<file path="src/rtl/b64enc_pkg.sv">
package b64enc_pkg;

  // ASCII anchors of the standard alphabet
  localparam logic [7:0] CHAR_UPPER_A = 8'h41;
  localparam logic [7:0] CHAR_LOWER_A = 8'h61;
  localparam logic [7:0] CHAR_ZERO    = 8'h30;
  localparam logic [7:0] CHAR_PLUS    = 8'h2B;
  localparam logic [7:0] CHAR_SLASH   = 8'h2F;
  localparam logic [7:0] CHAR_PAD     = 8'h3D;

  // Sextet code boundaries
  localparam logic [5:0] SEXTET_LOWER = 6'd26;
  localparam logic [5:0] SEXTET_DIGIT = 6'd52;
  localparam logic [5:0] SEXTET_PLUS  = 6'd62;
  localparam logic [5:0] SEXTET_SLASH = 6'd63;

  // Bytes held while a group fills
  localparam logic [1:0] HELD_NONE = 2'd0;
  localparam logic [1:0] HELD_ONE  = 2'd1;
  localparam logic [1:0] HELD_TWO  = 2'd2;

  // Character slot of the group's final character
  localparam logic [1:0] SLOT_LAST = 2'd3;

  // One complete group handed from front to back
  typedef struct packed {
    logic [23:0] bits;      // three bytes, first byte in 23:16
    logic [1:0]  pad_count; // number of trailing '=' characters
    logic        last;      // group closes the message
  } group_t;

  // Map one 6-bit code to its ASCII character
  function automatic logic [7:0] sextet_to_char(input logic [5:0] code);
    logic [7:0] ch;
    if (code < SEXTET_LOWER) begin
      ch = CHAR_UPPER_A + {2'b00, code};
    end else if (code < SEXTET_DIGIT) begin
      ch = CHAR_LOWER_A + {2'b00, code - SEXTET_LOWER};
    end else if (code < SEXTET_PLUS) begin
      ch = CHAR_ZERO + {2'b00, code - SEXTET_DIGIT};
    end else if (code == SEXTET_PLUS) begin
      ch = CHAR_PLUS;
    end else begin
      ch = CHAR_SLASH;
    end
    return ch;
  endfunction

endpackage

</file>
<file path="src/rtl/base64_stream_encoder.sv">
// Streaming Base64 encoder, standard alphabet with '=' padding. Each input
// word carries one message byte and msg_end on its last byte. Every third byte,
// or the last byte of a message, closes a group that yields four characters;
// a short final group ends in "==" or "=". group_last marks the fourth
// character of each group, message_done the final character of the message.
// Bytes are taken one per cycle while the group queue (QUEUE_DEPTH groups)
// has room; characters leave one per cycle while out_stall is low, so four
// characters leave for every three bytes of a full group, and the
// single-character output register sets the sustained rate. When the queue is
// empty and the back end has no group in hand, a closed group is written to a
// queue slot, then loaded as the group in hand, then its first character is registered.
module base64_stream_encoder #(
  parameter int QUEUE_DEPTH = 2
) (
  input  logic       clk,
  input  logic       rst,
  input  logic       in_valid,
  output logic       in_stall,
  input  logic [7:0] data_byte,
  input  logic       msg_end,
  output logic       out_valid,
  input  logic       out_stall,
  output logic [7:0] out_char,
  output logic       group_last,
  output logic       message_done
);
  import b64enc_pkg::*;

  group_t push_group;
  group_t head_group;
  logic   push;
  logic   pop;
  logic   q_full;
  logic   q_empty;

  b64enc_front u_front (
    .clk        (clk),
    .rst        (rst),
    .in_valid   (in_valid),
    .in_stall   (in_stall),
    .data_byte  (data_byte),
    .msg_end    (msg_end),
    .q_full     (q_full),
    .push       (push),
    .push_group (push_group)
  );

  b64enc_queue #(
    .DEPTH (QUEUE_DEPTH)
  ) u_queue (
    .clk        (clk),
    .rst        (rst),
    .push       (push),
    .push_group (push_group),
    .pop        (pop),
    .head_group (head_group),
    .full       (q_full),
    .empty      (q_empty)
  );

  b64enc_back u_back (
    .clk          (clk),
    .rst          (rst),
    .head_group   (head_group),
    .q_empty      (q_empty),
    .pop          (pop),
    .out_valid    (out_valid),
    .out_stall    (out_stall),
    .out_char     (out_char),
    .group_last   (group_last),
    .message_done (message_done)
  );

  // Never write a full queue
  assert property (@(posedge clk) disable iff (rst) push |-> !q_full)
    else $error("group pushed into full queue");

  // Never read an empty queue
  assert property (@(posedge clk) disable iff (rst) pop |-> !q_empty)
    else $error("group popped from empty queue");

  // Message end always falls on a group boundary
  assert property (@(posedge clk) disable iff (rst)
    out_valid && message_done |-> group_last)
    else $error("message_done outside group boundary");

  // A pushed group with the queue empty and the back idle shows up next cycle
  assert property (@(posedge clk) disable iff (rst)
    push && q_empty |=> !q_empty || pop)
    else $error("pushed group lost");

endmodule

</file>
<file path="src/rtl/b64enc_front.sv">
module b64enc_front (
  input  logic                clk,
  input  logic                rst,
  input  logic                in_valid,
  output logic                in_stall,
  input  logic [7:0]          data_byte,
  input  logic                msg_end,
  input  logic                q_full,
  output logic                push,
  output b64enc_pkg::group_t  push_group
);
  import b64enc_pkg::*;

  logic [1:0]  count;
  logic [1:0]  count_next;
  logic [15:0] held;
  logic [15:0] held_next;
  logic        accept;
  logic        complete;

  // Hold off new words while the queue has no room
  assign in_stall = q_full;
  assign accept   = in_valid && !q_full;

  // A group closes on its third byte or on the message's last byte
  assign complete = (count >= HELD_TWO) || msg_end;
  assign push     = accept && complete;

  // Build the group word and its padding from the held bytes
  always_comb begin
    push_group.last = msg_end;
    case (count)
      HELD_NONE: begin
        push_group.bits      = {data_byte, 16'h0000};
        push_group.pad_count = 2'd2;
      end
      HELD_ONE: begin
        push_group.bits      = {held[15:8], data_byte, 8'h00};
        push_group.pad_count = 2'd1;
      end
      default: begin
        push_group.bits      = {held, data_byte};
        push_group.pad_count = 2'd0;
      end
    endcase
  end

  // Advance the pending count and store bytes of an open group
  always_comb begin
    count_next = count;
    held_next  = held;
    if (accept) begin
      if (complete) begin
        count_next = HELD_NONE;
        held_next  = 16'h0000;
      end else if (count == HELD_NONE) begin
        count_next = HELD_ONE;
        held_next  = {data_byte, 8'h00};
      end else begin
        count_next = HELD_TWO;
        held_next  = {held[15:8], data_byte};
      end
    end
  end

  always_ff @(posedge clk) begin
    if (rst) begin
      count <= HELD_NONE;
      held  <= 16'h0000;
    end else begin
      count <= count_next;
      held  <= held_next;
    end
  end

endmodule

</file>
<file path="src/rtl/b64enc_queue.sv">
module b64enc_queue #(
  parameter int DEPTH = 2
) (
  input  logic                clk,
  input  logic                rst,
  input  logic                push,
  input  b64enc_pkg::group_t  push_group,
  input  logic                pop,
  output b64enc_pkg::group_t  head_group,
  output logic                full,
  output logic                empty
);
  import b64enc_pkg::*;

  localparam int PTR_W = (DEPTH > 1) ? $clog2(DEPTH) : 1;
  localparam int CNT_W = $clog2(DEPTH + 1);
  localparam logic [PTR_W-1:0] PTR_MAX = PTR_W'(DEPTH - 1);
  localparam logic [CNT_W-1:0] CNT_MAX = CNT_W'(DEPTH);

  group_t           slots [DEPTH];
  logic [PTR_W-1:0] wr_ptr;
  logic [PTR_W-1:0] wr_ptr_next;
  logic [PTR_W-1:0] rd_ptr;
  logic [PTR_W-1:0] rd_ptr_next;
  logic [CNT_W-1:0] fill;
  logic [CNT_W-1:0] fill_next;

  assign full       = (fill == CNT_MAX);
  assign empty      = (fill == '0);
  assign head_group = slots[rd_ptr];

  // Advance pointers with wrap and track the fill level
  always_comb begin
    wr_ptr_next = wr_ptr;
    rd_ptr_next = rd_ptr;
    fill_next   = fill;
    if (push) begin
      wr_ptr_next = (wr_ptr == PTR_MAX) ? '0 : wr_ptr + 1'b1;
    end
    if (pop) begin
      rd_ptr_next = (rd_ptr == PTR_MAX) ? '0 : rd_ptr + 1'b1;
    end
    if (push && !pop) begin
      fill_next = fill + 1'b1;
    end else if (pop && !push) begin
      fill_next = fill - 1'b1;
    end
  end

  always_ff @(posedge clk) begin
    if (rst) begin
      wr_ptr <= '0;
      rd_ptr <= '0;
      fill   <= '0;
    end else begin
      wr_ptr <= wr_ptr_next;
      rd_ptr <= rd_ptr_next;
      fill   <= fill_next;
    end
  end

  // Store the incoming group
  always_ff @(posedge clk) begin
    if (push) begin
      slots[wr_ptr] <= push_group;
    end
  end

endmodule

</file>
<file path="src/rtl/b64enc_back.sv">
module b64enc_back (
  input  logic                clk,
  input  logic                rst,
  input  b64enc_pkg::group_t  head_group,
  input  logic                q_empty,
  output logic                pop,
  output logic                out_valid,
  input  logic                out_stall,
  output logic [7:0]          out_char,
  output logic                group_last,
  output logic                message_done
);
  import b64enc_pkg::*;

  group_t     cur;
  logic       busy;
  logic       busy_next;
  logic [1:0] slot;
  logic [1:0] slot_next;
  logic       slot_free;
  logic       emit;
  logic       finish;
  logic [5:0] code;
  logic       is_pad;
  logic [7:0] char_now;

  // Output register takes a new word when empty or being drained
  assign slot_free = !out_valid || !out_stall;
  assign emit      = busy && slot_free;
  assign finish    = emit && (slot == SLOT_LAST);
  assign pop       = !q_empty && (!busy || finish);

  // Pick the sextet for the current slot, most significant first
  always_comb begin
    case (slot)
      2'd0:    code = cur.bits[23:18];
      2'd1:    code = cur.bits[17:12];
      2'd2:    code = cur.bits[11:6];
      default: code = cur.bits[5:0];
    endcase
  end

  // Trailing slots of a short group become pad characters
  assign is_pad   = ({1'b0, slot} + {1'b0, cur.pad_count}) > {1'b0, SLOT_LAST};
  assign char_now = is_pad ? CHAR_PAD : sextet_to_char(code);

  // Advance through the four slots of the group in hand
  always_comb begin
    busy_next = busy;
    slot_next = slot;
    if (pop) begin
      busy_next = 1'b1;
      slot_next = 2'd0;
    end else if (finish) begin
      busy_next = 1'b0;
    end else if (emit) begin
      slot_next = slot + 1'b1;
    end
  end

  always_ff @(posedge clk) begin
    if (rst) begin
      busy      <= 1'b0;
      slot      <= 2'd0;
      out_valid <= 1'b0;
    end else begin
      busy <= busy_next;
      slot <= slot_next;
      if (emit) begin
        out_valid <= 1'b1;
      end else if (!out_stall) begin
        out_valid <= 1'b0;
      end
    end
  end

  // Load the group in hand and the output word
  always_ff @(posedge clk) begin
    if (pop) begin
      cur <= head_group;
    end
    if (emit) begin
      out_char     <= char_now;
      group_last   <= (slot == SLOT_LAST);
      message_done <= (slot == SLOT_LAST) && cur.last;
    end
  end

endmodule

</file>
<file path="config.mk">
export PLATFORM = sky130hd
export DESIGN_NAME = base64_stream_encoder
export DESIGN_NICKNAME = d
export VERILOG_FILES = /design/src/rtl/b64enc_pkg.sv /design/src/rtl/base64_stream_encoder.sv /design/src/rtl/b64enc_front.sv /design/src/rtl/b64enc_queue.sv /design/src/rtl/b64enc_back.sv
export SDC_FILE = /design/constraint.sdc
export NUM_CORES = 1
export LEC_CHECK = 0
export BUFFER_PORTS_ARGS = -buffer_cell sky130_fd_sc_hd__buf_4
export CAP_MARGIN = 20
export CORE_MARGIN = 4
export CORE_UTILIZATION = 58
export CTS_CLUSTER_DIAMETER = 30
export CTS_CLUSTER_SIZE = 16
export DETAILED_ROUTE_END_ITERATION = 8
export GPL_ROUTABILITY_DRIVEN = 0
export PLACE_DENSITY = 0.76
export RECOVER_POWER = 25
export SLEW_MARGIN = 25
export SYNTH_ARGS = -nofsm -noshare
export SYNTH_HDL_FRONTEND = slang
export SYNTH_SLANG_ARGS = --single-unit
</file>
<file path="constraint.sdc">
create_clock -name clk -period 4.4 [get_ports clk]
set_clock_uncertainty 0.15 [all_clocks]
set_input_delay 0.44 -clock clk [delete_from_list [all_inputs] [get_ports clk]]
set_output_delay 0.44 -clock clk [all_outputs]
set_load 0.05 [all_outputs]
</file>
# Word-level counts from Yosys, hierarchy flattened
# Memory sizes are Yosys's and may differ from the RTL's. A register that Yosys moved wholly into a read port is not among the register bits.
# Cells that the tools add are included.
[totals] ram_bits=54 romBits=0 elab_cells=84 memories=1 reg_bits=36 latchBits=0 out_inout_bits=12
[mem_list] memory="u_queue.slots" depth=2 word_bits=27 rd=1 rd_ports_with_merged_regs=1 wr=1 line="b64enc_queue.sv:20" source="group_t slots [DEPTH];"
[op_classes] n_mul=0 n_reduce_logical=27 eq_ne=7 mux=20 n_div=0 bitwise_logic=1 shifts=0 order_cmp=5 addsub=11
[ops] op="26-bit one-hot mux with 2 select lines" count=1
[ops] op="16-bit 2-to-1 mux" count=2
[ops] op="8-bit 2-to-1 mux" count=3
[ops] op="6-bit one-hot mux with 3 select lines" count=1
[ops] op="7-bit by 6-bit adder with 8-bit output (first input constant)" count=2
[ops] op="6-bit < comparator (second input constant)" count=2
[ops] op="1-bit logical AND" count=8
[ops] op="1-bit 2-to-1 mux" count=8
[ops] op="2-bit 2-to-1 mux" count=4
[ops] op="6-bit by 6-bit adder with 7-bit output (first input constant)" count=1
[ops] op="1-bit logical NOT" count=7
[ops] op="2-bit == test (second input constant)" count=3
[ops] op="6-bit == test (second input constant)" count=1
[ops] op="2-bit logical NOT" count=3
[ops] op="6-bit by 5-bit < comparator with 1-bit output (second input constant)" count=1
[ops] op="2-bit nonzero test" count=3
[ops] op="6-bit by 5-bit subtractor with 6-bit output (second input constant)" count=1
[ops] op="6-bit subtractor (second input constant)" count=1
[ops] op="2-bit by 1-bit adder with 2-bit output (second input constant)" count=2
[ops] op="2-bit by 1-bit == test with 1-bit output (second input constant)" count=2
[ops] op="2-bit AND reduction" count=2
[ops] op="2-bit by 2-bit adder with 3-bit output" count=1
[ops] op="3-bit by 2-bit > comparator with 1-bit output (second input constant)" count=1
[ops] op="1-bit logical OR" count=3
[ops] op="7 further kinds" count=8

# Longest topological paths before layout
# Gate-level depths: netlist of run 1.
[depth] depth_word=9 depth_mapped=12

# Hierarchy
# A second synthesis of run 1 with hierarchy kept.
[hier_totals] hier_cells=359 hier_area_um2=5226.3
[by_module_without_submodules] module="b64enc_queue" cells_per_inst=106 seq_area_each_um2=1721.7 area_per_inst_um2=2153.3 instances=1
[by_module_without_submodules] module="b64enc_back" cells_per_inst=171 seq_area_each_um2=1191.1 area_per_inst_um2=2149.6 instances=1
[by_module_without_submodules] module="b64enc_front" cells_per_inst=82 seq_area_each_um2=360.3 area_per_inst_um2=923.4 instances=1

# Worst setup path after synthesis of run 1
# Ideal clock, no wire load.
[synth_timing] path_kind="register -> register" from="reg u_back.slot[0]" to="reg u_queue.fill[1]" path_buffers=1 t_required_ps=4179 arrival_ps=3591 setup_slack_ps=589 path_stages_with_launch=9 path_cell_list="dfxtp_1 > ha_1 > clkbuf_1 > nand2_1 > a21oi_1 > inv_1 > ha_1 > or3_1 > a21oi_1"
[synth_between] elab_chain_cells=7 elab_cells_between_ends=9
[synth_rtl] item="start: declaration" line="b64enc_back.sv:18" source="logic [1:0] slot;"
[synth_rtl] item="start signal: assignment" line="b64enc_back.sv:68" source="slot <= slot_next;"
[synth_rtl] item="2-bit == test *" line="b64enc_back.sv:30" source="assign finish = emit && (slot == SLOT_LAST);"
[synth_rtl] item="1-bit logical AND *" line="b64enc_back.sv:30"
[synth_rtl] item="1-bit logical OR *" line="b64enc_back.sv:31" source="assign pop = !q_empty && (!busy || finish);"
[synth_rtl] item="1-bit logical AND *" line="b64enc_back.sv:31"
[synth_rtl] item="net pop" line="base64_stream_encoder.sv:32" source="logic pop;"
[synth_rtl] item="1-bit logical NOT" line="b64enc_queue.sv:43" source="if (push && !pop) begin"
[synth_rtl] item="1-bit logical AND" line="b64enc_queue.sv:43"
[synth_rtl] item="2-bit 2-to-1 mux or 2-bit nonzero test (tied branches)"
[synth_rtl] item="end signal: assignment" line="b64enc_queue.sv:58" source="fill <= fill_next;"
[synth_rtl] item="end: declaration" line="b64enc_queue.sv:25" source="logic [CNT_W-1:0] fill;"
# The timed path passes the listed nets; every way through them passes the cells marked *.
# A chain may end at the register's enable or synchronous reset.

# Final worst setup path of run 1
[layout_timing] from="reg u_back.slot[0]" to="reg u_back.out_char[5] (data pin)"
[layout_between] elab_chain_cells=7 elab_cells_between_ends=17
[layout_rtl] item="2-bit == test, or another cell as far along" line="b64enc_back.sv:35" source="case (slot)"
[layout_rtl] item="6-bit one-hot mux with 3 select lines" line="b64enc_back.sv:35"
[layout_rtl] item="6-bit subtractor" line="b64enc_pkg.sv:40" source="ch = CHAR_ZERO + {2'b00, code - SEXTET_DIGIT};"
[layout_rtl] item="6-bit by 6-bit adder with 7-bit output" line="b64enc_pkg.sv:40"
[layout_rtl] item="8-bit 2-to-1 mux" line="b64enc_pkg.sv:39" source="end else if (code < SEXTET_PLUS) begin"
[layout_rtl] item="8-bit 2-to-1 mux" line="b64enc_pkg.sv:37" source="end else if (code < SEXTET_DIGIT) begin"
[layout_rtl] item="8-bit 2-to-1 mux" line="b64enc_pkg.sv:35" source="if (code < SEXTET_LOWER) begin"
[layout_rtl] item="end signal: assignment" line="b64enc_back.sv:83" source="out_char <= char_now;"
[layout_rtl] item="end: declaration" line="b64enc_back.sv:9" source="output logic [7:0] out_char,"
# Several ways; a longest one is shown, not always the timed one.

==> impl_metrics.json, run 1 <==
{
  "via_per_inst": 6.13,
  "syn_nets": 378,
  "dp_slack_ns": 0.376,
  "start_util_pct": 60.7,
  "setup_viol": 0,
  "yosys_warnings": 0,
  "crit_arrival_ns": 4.15,
  "post-route-util_pct": 71.0,
  "drc": 0,
  "async_flop_share_pct": 0,
  "core_area_mm2": 0.00834,
  "cts_resized": 0,
  "wire_per_inst_um": 19.6,
  "p_per_area_mw_per_mm2": 765,
  "cp-start-kind": "flop",
  "cts_setup_buffers": 0,
  "htree_levels": 4,
  "yosys.area.top_type": "edfxtp_1",
  "crit_path_max_fanout": 16,
  "ys_seq_area_share_pct": 64.3,
  "synthesis.area_mm2": 0.00506,
  "grt_overflow": 0,
  "drt_first_pass_iters": 4,
  "cts_hold_buf": 1,
  "grt_max_degree": 32,
  "finalHoldViolations": 0,
  "area_delta_synth_final_pct": 17.0,
  "rsz0062_at_grt": "no",
  "ios": 25,
  "timing.setup.tns_ns": 0,
  "max_freq_ghz": 0.248,
  "portBuffers": 24,
  "synth_top_area_share_pct": 54.0,
  "antenna_found_initial": 0,
  "grt_usage_pct": 21.6,
  "synthFlopType": "edfxtp_1",
  "drtAntennaViolNets": 0,
  "worstMarginPinSlew_ns": 1.34,
  "status": "finished clean",
  "drive_above_1_share_pct": 23.5,
  "vdd_drop_max_v": 0.000399,
  "p_leak_nw": 2.18,
  "period_needed_ns": 4.04,
  "postSynthCellCount": 352,
  "die_w_um": 101,
  "numCtsBuffers": 17,
  "worstSetupEndpointType": "flop",
  "clock_latency_ns": 0.51,
  "ys_top_cells_by_count": "91 x edfxtp_1, 35 x mux2_2, 26 x dfxtp_1",
  "dp_hpwl_um": 6610,
  "layout.nets": 417,
  "path_class": "flop to flop",
  "diodes": 0,
  "worstPathRequired_ns": 4.51,
  "placementRows": 33,
  "wl_um": 9990,
  "clk_pin_slew_ns": 0.06,
  "drv_slew": 0,
  "first_global_vias": 3242,
  "tritoncts": "done",
  "drv_cap": 0,
  "yosysMostFrequentCell": "edfxtp_1",
  "period_share_pct": 91.7,
  "ys_ff_latch": 117,
  "synth_edf_count": 91,
  "cts_root_buf": "clkbuf_8",
  "clock_path_buffers": 2,
  "vias": 3122,
  "synthTopCellsByArea": "edfxtp_1 54%, dfxtp_1 10%, mux2_2 7.8%",
  "die_area_mm2": 0.0103,
  "numClockSinks": 117,
  "die_h_um": 101,
  "grt_pass1_wl_um": 16600,
  "drt-initial-drc-count": 266,
  "ys_types": 57,
  "slew_headroom_pct": 10.6,
  "hold_path.class": "input port to flop",
  "setup_ws_ns": 0.365,
  "postSynthAreaPerCell_um2": 14.4,
  "total_power_mw": 4.53
}
-- final timing paths --
path | start | endpoint | slack (ns) | cells after the start
setup / recovery | u_back.slot[0]$_SDFFE_PP0P_ | u_back.out_char[5]$_SDFFCE_PN1P_ | 0.36 | 10
hold / removal | data_byte[2] | u_front.held[2]$_SDFFE_PP0P_ | 0.02 | 2
setup reg to reg | u_back.slot[0]$_SDFFE_PP0P_ | u_back.out_char[5]$_SDFFCE_PN1P_ | 0.36 | 10
hold reg to reg | u_front.held[8]$_SDFFE_PP0P_ | u_front.held[8]$_SDFFE_PP0P_ | 0.33 | 1
-- critical path: stages (launching register included) --
cell and delay (ns):
dfxtp_1 0.43, ha_1 0.54, inv_2 0.22, mux2i_2 0.52, inv_1 0.10, ha_1 0.29
o41ai_2 0.73, o31ai_1 0.27, inv_1 0.14, a21oi_1 0.08, a211o_1 0.31
-- through the flow --
| stage | cells | cell area (um^2) | hold WS (ns) |
|---|---|---|---|
| finish | 509 | 5920 | 0.0230 |
| global route | 509 | 5920 | 0.00867 |
| detailed placement | 476 | 5370 | 0.313 |
| CTS | 509 | 5980 | 0.00821 |
| global placement | 476 | 5370 | 0.294 |
| floorplan | 352 | 5060 | 0.288 |
-- metal layers --
metal | global-route usage (%) | vias up | wire [um]
met3 | 5.92 | 20 | 413
met5 | 0 | - | 0
met4 | 8.08 | 0 | 217
met1 | 26.2 | 1557 | 4180
li1 | - | 1452 | -
met2 | 36.9 | 93 | 5190
-- state kept, by name, indices dropped and copies added, names as in the netlist --
signal               flops
u_back.message_done      1
u_back.cur              27
u_queue.fill             2
u_back.busy              1
u_back.slot              2
u_back.out_char          8
u_front.count            2
u_front.held            16
u_queue.wr_ptr           1
u_queue.rd_ptr           1
u_queue.slots           54
u_back.group_last        1
u_back.out_valid         1
-- final cells by class --
class	count	area, um^2
Timing Repair Buffer	30	175
Clock inverter	13	130
Sequential cell	117	3250
Fill cell	551	2420
Tap cell	105	131
Clock buffer	19	464
Inverter	14	78.8
Multi-Input combinational cell	211	1690
-- cells in the final DEF (no fill, tap or decap), types with 5 or more instances in the layout --
cell type / Yosys / routed
o31ai_1: 5 / 5
xnor2_1: 6 / 6
clkbuf_1: 6 / 14
clkbuf_16: 0 / 18
o21ai_0: 7 / 7
a21oi_1: 8 / 7
nand3_1: 5 / 5
ha_1: 13 / 13
edfxtp_1: 91 / 91
a22o_1: 21 / 21
nor3_1: 8 / 8
and2_0: 0 / 10
nand2_1: 13 / 13
inv_1: 11 / 11
a222oi_1: 6 / 6
inv_6: 0 / 5
nor2_1: 19 / 19
dfxtp_1: 26 / 26
buf_4: 0 / 15
mux2_2: 35 / 34
-- cells by family (layout without fill, tap and decap cells) --
group | count (synthesis) | in the layout | synth area share (%)
flip-flops | 117 | 117 | 64.3
AO/OA/AOI/OAI | 74 | 74 | 11.6
AND/OR/NAND/NOR | 72 | 72 | 7.34
multiplexers | 41 | 41 | 9.15
buffers and inverters | 24 | 76 | 2.45
adder cells (fa/ha/maj) | 14 | 14 | 3.44
XOR/XNOR | 10 | 10 | 1.73
-- where the power goes --
| group | internal, mW | total [mW] | switching (mW) |
|---|---|---|---|
| logic | 0.575 | 1.54 | 0.967 |
| clock network | 0.832 | 1.35 | 0.522 |
| registers | 1.52 | 1.63 | 0.109 |
No activity file was read; power rests on OpenSTA's default activity.
==> run 2, diff against run 1 <==
Settings changed: SYNTH_HIERARCHICAL from default to 1.
==> run 2 against run 1 <==
Against the previous run: the flow now finishes with violations (max-capacitance violations, max-slew violations); fmax increased by 14%; global-route usage decreased by 2.7 points; total power increased by 2.4%; critical endpoint is now u_back/out_char[3]$_SDFFCE_PN1P_; setup slack improved by 0.50 ns; via count decreased by 2.4%; combinational power increased by 7%; routed wire length decreased by 9.0%.
==> impl_metrics.json, run 2 <==
{
  "ys_ff_latch": 118,
  "placementRows": 34,
  "drive_above_1_share_pct": 28.2,
  "grt_usage_pct": 18.9,
  "finalHoldViolations": 0,
  "p_per_area_mw_per_mm2": 759,
  "die_area_mm2": 0.0106,
  "worstSetupEndpointType": "flop",
  "fillerInstances": 580,
  "regMostFlops": "u_queue/slots",
  "fin_cells": 516,
  "p_leak_nw": 2.27,
  "hold_path.class": "input port to flop",
  "htree_levels": 4,
  "rrSetupSlack_ns": 0.86,
  "worstMarginPinSlew_ns": 1.56,
  "final_cell_mix": "91 x edfxtp_1, 28 x buf_4, 27 x mux2_2, 27 x dfxtp_1, 25 x a22o_1",
  "die_h_um": 103,
  "drtAntennaViolNets": 0,
  "cts_hold_buf": 1,
  "rsz0062_at_grt": "no",
  "syn_nets": 385,
  "dp_slack_ns": 0.929,
  "path_cells": "ha_1 > buf_4 > mux2_4 > ha_1 > nor4_1 > a31o_1 > o31a_2 > a22oi_1 > a211o_1",
  "grt_pass1_wl_um": 15100,
  "dp_cells": 483,
  "drt-initial-drc-count": 173,
  "wl_um": 9090,
  "rr_worst_depth": 9,
  "numCtsBuffers": 17,
  "synthFlopType": "edfxtp_1",
  "violations": "max-capacitance violations, max-slew violations",
  "mostFrequentLayoutCell": "edfxtp_1",
  "diodes": 0,
  "dp_hpwl_um": 6130,
  "path_class": "flop to flop",
  "clk_pin_slew_ns": 0.06,
  "drv_cap": 1,
  "final_area_mm2": 0.00610,
  "via_per_inst": 5.91,
  "synthesis.area_mm2": 0.00523,
  "start_util_pct": 59.6,
  "period_needed_ns": 3.54,
  "clock_path_buffers": 2,
  "async_flop_share_pct": 0,
  "drt_first_pass_iters": 5,
  "status": "finished, violations left",
  "slowest_delay_ns": 0.54,
  "portBuffers": 24,
  "vias": 3047,
  "synthTopCellsByArea": "edfxtp_1 52%, dfxtp_1 10%, mux2_2 6.0%",
  "worstHoldPathCells": 2,
  "cts_resized": 0,
  "timing.setup.tns_ns": 0,
  "postSynthCellCount": 359,
  "area_delta_synth_final_pct": 16.8,
  "synth_edf_count": 91,
  "worstReg2RegStart": "u_back/slot[0]$_SDFFE_PP0P_",
  "yosys_warnings": 6,
  "numClockSinks": 118,
  "setup_ws_ns": 0.863,
  "drc": 0,
  "grt_max_degree": 32,
  "synth_top_area_share_pct": 52.3,
  "ys_seq_area_share_pct": 62.6,
  "total_power_mw": 4.64,
  "cts_setup_buffers": 0,
  "core_area_mm2": 0.00876,
  "layout.nets": 421,
  "slew_headroom_pct": -3.86,
  "die_w_um": 103,
  "path_common_cell": "ha_1",
  "slowest_stage": "ha_1",
  "grt_overflow": 0,
  "yosysMostFrequentCell": "edfxtp_1",
  "largestRegisters": "u_queue/slots (54), u_back/cur (27), u_front/held (16)",
  "max_freq_ghz": 0.283,
  "vdd_drop_max_v": 0.000391,
  "tritoncts": "done",
  "ys_types": 61,
  "first_global_vias": 3042,
  "wire_per_inst_um": 17.6,
  "holdCritStartpoint": "data_byte[0]",
  "period_share_pct": 80.4,
  "cts_root_buf": "clkbuf_8",
  "cp-start-kind": "flop",
  "setup_viol": 0,
  "ios": 25,
  "crit_arrival_ns": 3.63,
  "worstPathRequired_ns": 4.49,
  "largest_reg_flops": 54,
  "ys_top_cells_by_count": "91 x edfxtp_1, 28 x mux2_2, 27 x dfxtp_1",
  "place_area_mm2": 0.00548,
  "antenna_found_initial": 0,
  "drv_slew": 28,
  "holdPathEnd": "u_front/held[8]$_SDFFE_PP0P_",
  "clock_latency_ns": 0.50,
  "r2r-end": "u_back/out_char[3]$_SDFFCE_PN1P_",
  "crit_path_max_fanout": 17,
  "postSynthAreaPerCell_um2": 14.6,
  "yosys.area.top_type": "edfxtp_1"
}
[run 2: changes by cell type after synthesis, sizes merged, moves of 3 or more]
| cell | previous run | this run |
|---|---|---|
| nand3 | 5 | 2 |
| a22oi | 3 | 7 |
| buf | 4 | 12 |
| o31ai | 5 | 2 |
| clkbuf | 6 | 2 |
| nand2 | 13 | 9 |
| a22o | 21 | 25 |
[run 2: where the power goes]
part / total, mW / internal, mW / switching (mW)
clock: 1.38 / 0.912 / 0.465
combinational: 1.65 / 0.642 / 1.01
sequential: 1.61 / 1.52 / 0.0861
[run 2: area by class of cell]
class | count | area (um^2) | area share [%]
multi-input combinational | 214 | 1800 | 29.4
inverter | 13 | 48.8 | 0.799
clock inverter | 8 | 78.8 | 1.29
sequential | 118 | 3270 | 53.6
clock buffer | 24 | 544 | 8.92
tap | 108 | 135 | 2.21
timing repair buffer | 31 | 228 | 3.73
[run 2: per-layer routing]
metal	part of all wire, %	wire [um]	up-vias	track usage (%)
met4	1.4	125	0	6.37
met1	43	3940	1481	24.3
met2	51	4680	87	31.4
li1	-	-	1466	-
met5	0	0	-	0
met3	3.9	351	13	4.87
[run 2: worst max-delay path, delay by kind of cell, from the launching register on]
family | cells | cell delay (ns)
compound gates | 4 | 0.88
fa+ha+maj | 2 | 0.81
buf+inv | 1 | 0.27
flops | 1 | 0.43
mux | 1 | 0.36
simple gates | 1 | 0.38
[run 2: kinds of logic after synthesis]
| logic type | after synthesis | share of synthesized area, % |
|---|---|---|
| adder cells (fa/ha/maj) | 14 | 3.33 |
| AO/OA/AOI/OAI | 78 | 11.9 |
| flip-flops | 118 | 62.6 |
| XOR/XNOR | 11 | 1.84 |
| AND/OR/NAND/NOR | 66 | 6.80 |
| buffers and inverters | 27 | 3.06 |
| multiplexers | 45 | 10.5 |
[run 2: stage by stage]
stage               utilization [%]  hold slack [ns]
floorplan                         -            0.299
CTS                            69.8           0.0138
global route                   69.7           0.0127
finish                         69.7           0.0356
global placement               62.6            0.312
detailed placement             62.6            0.315
[run 2: worst max path at each step]
| stage | start | endpoint | slack [ns] | depth (start not counted) |
|---|---|---|---|---|
| floorplan | u_back/slot[0]$_SDFFE_PP0P_ | u_queue/fill[1]$_SDFFE_PP0P_ | 0.36 | 9 |
| global placement | u_back/slot[0]$_SDFFE_PP0P_ | u_back/out_char[3]$_SDFFCE_PN1P_ | 1.04 | 9 |
| detailed placement | u_back/slot[0]$_SDFFE_PP0P_ | u_back/out_char[3]$_SDFFCE_PN1P_ | 0.93 | 9 |
| CTS | u_back/slot[0]$_SDFFE_PP0P_ | u_back/out_char[3]$_SDFFCE_PN1P_ | 0.90 | 9 |
| global route | u_back/slot[0]$_SDFFE_PP0P_ | u_back/out_char[3]$_SDFFCE_PN1P_ | 0.63 | 10 |
| finish | u_back/slot[0]$_SDFFE_PP0P_ | u_back/out_char[3]$_SDFFCE_PN1P_ | 0.86 | 9 |
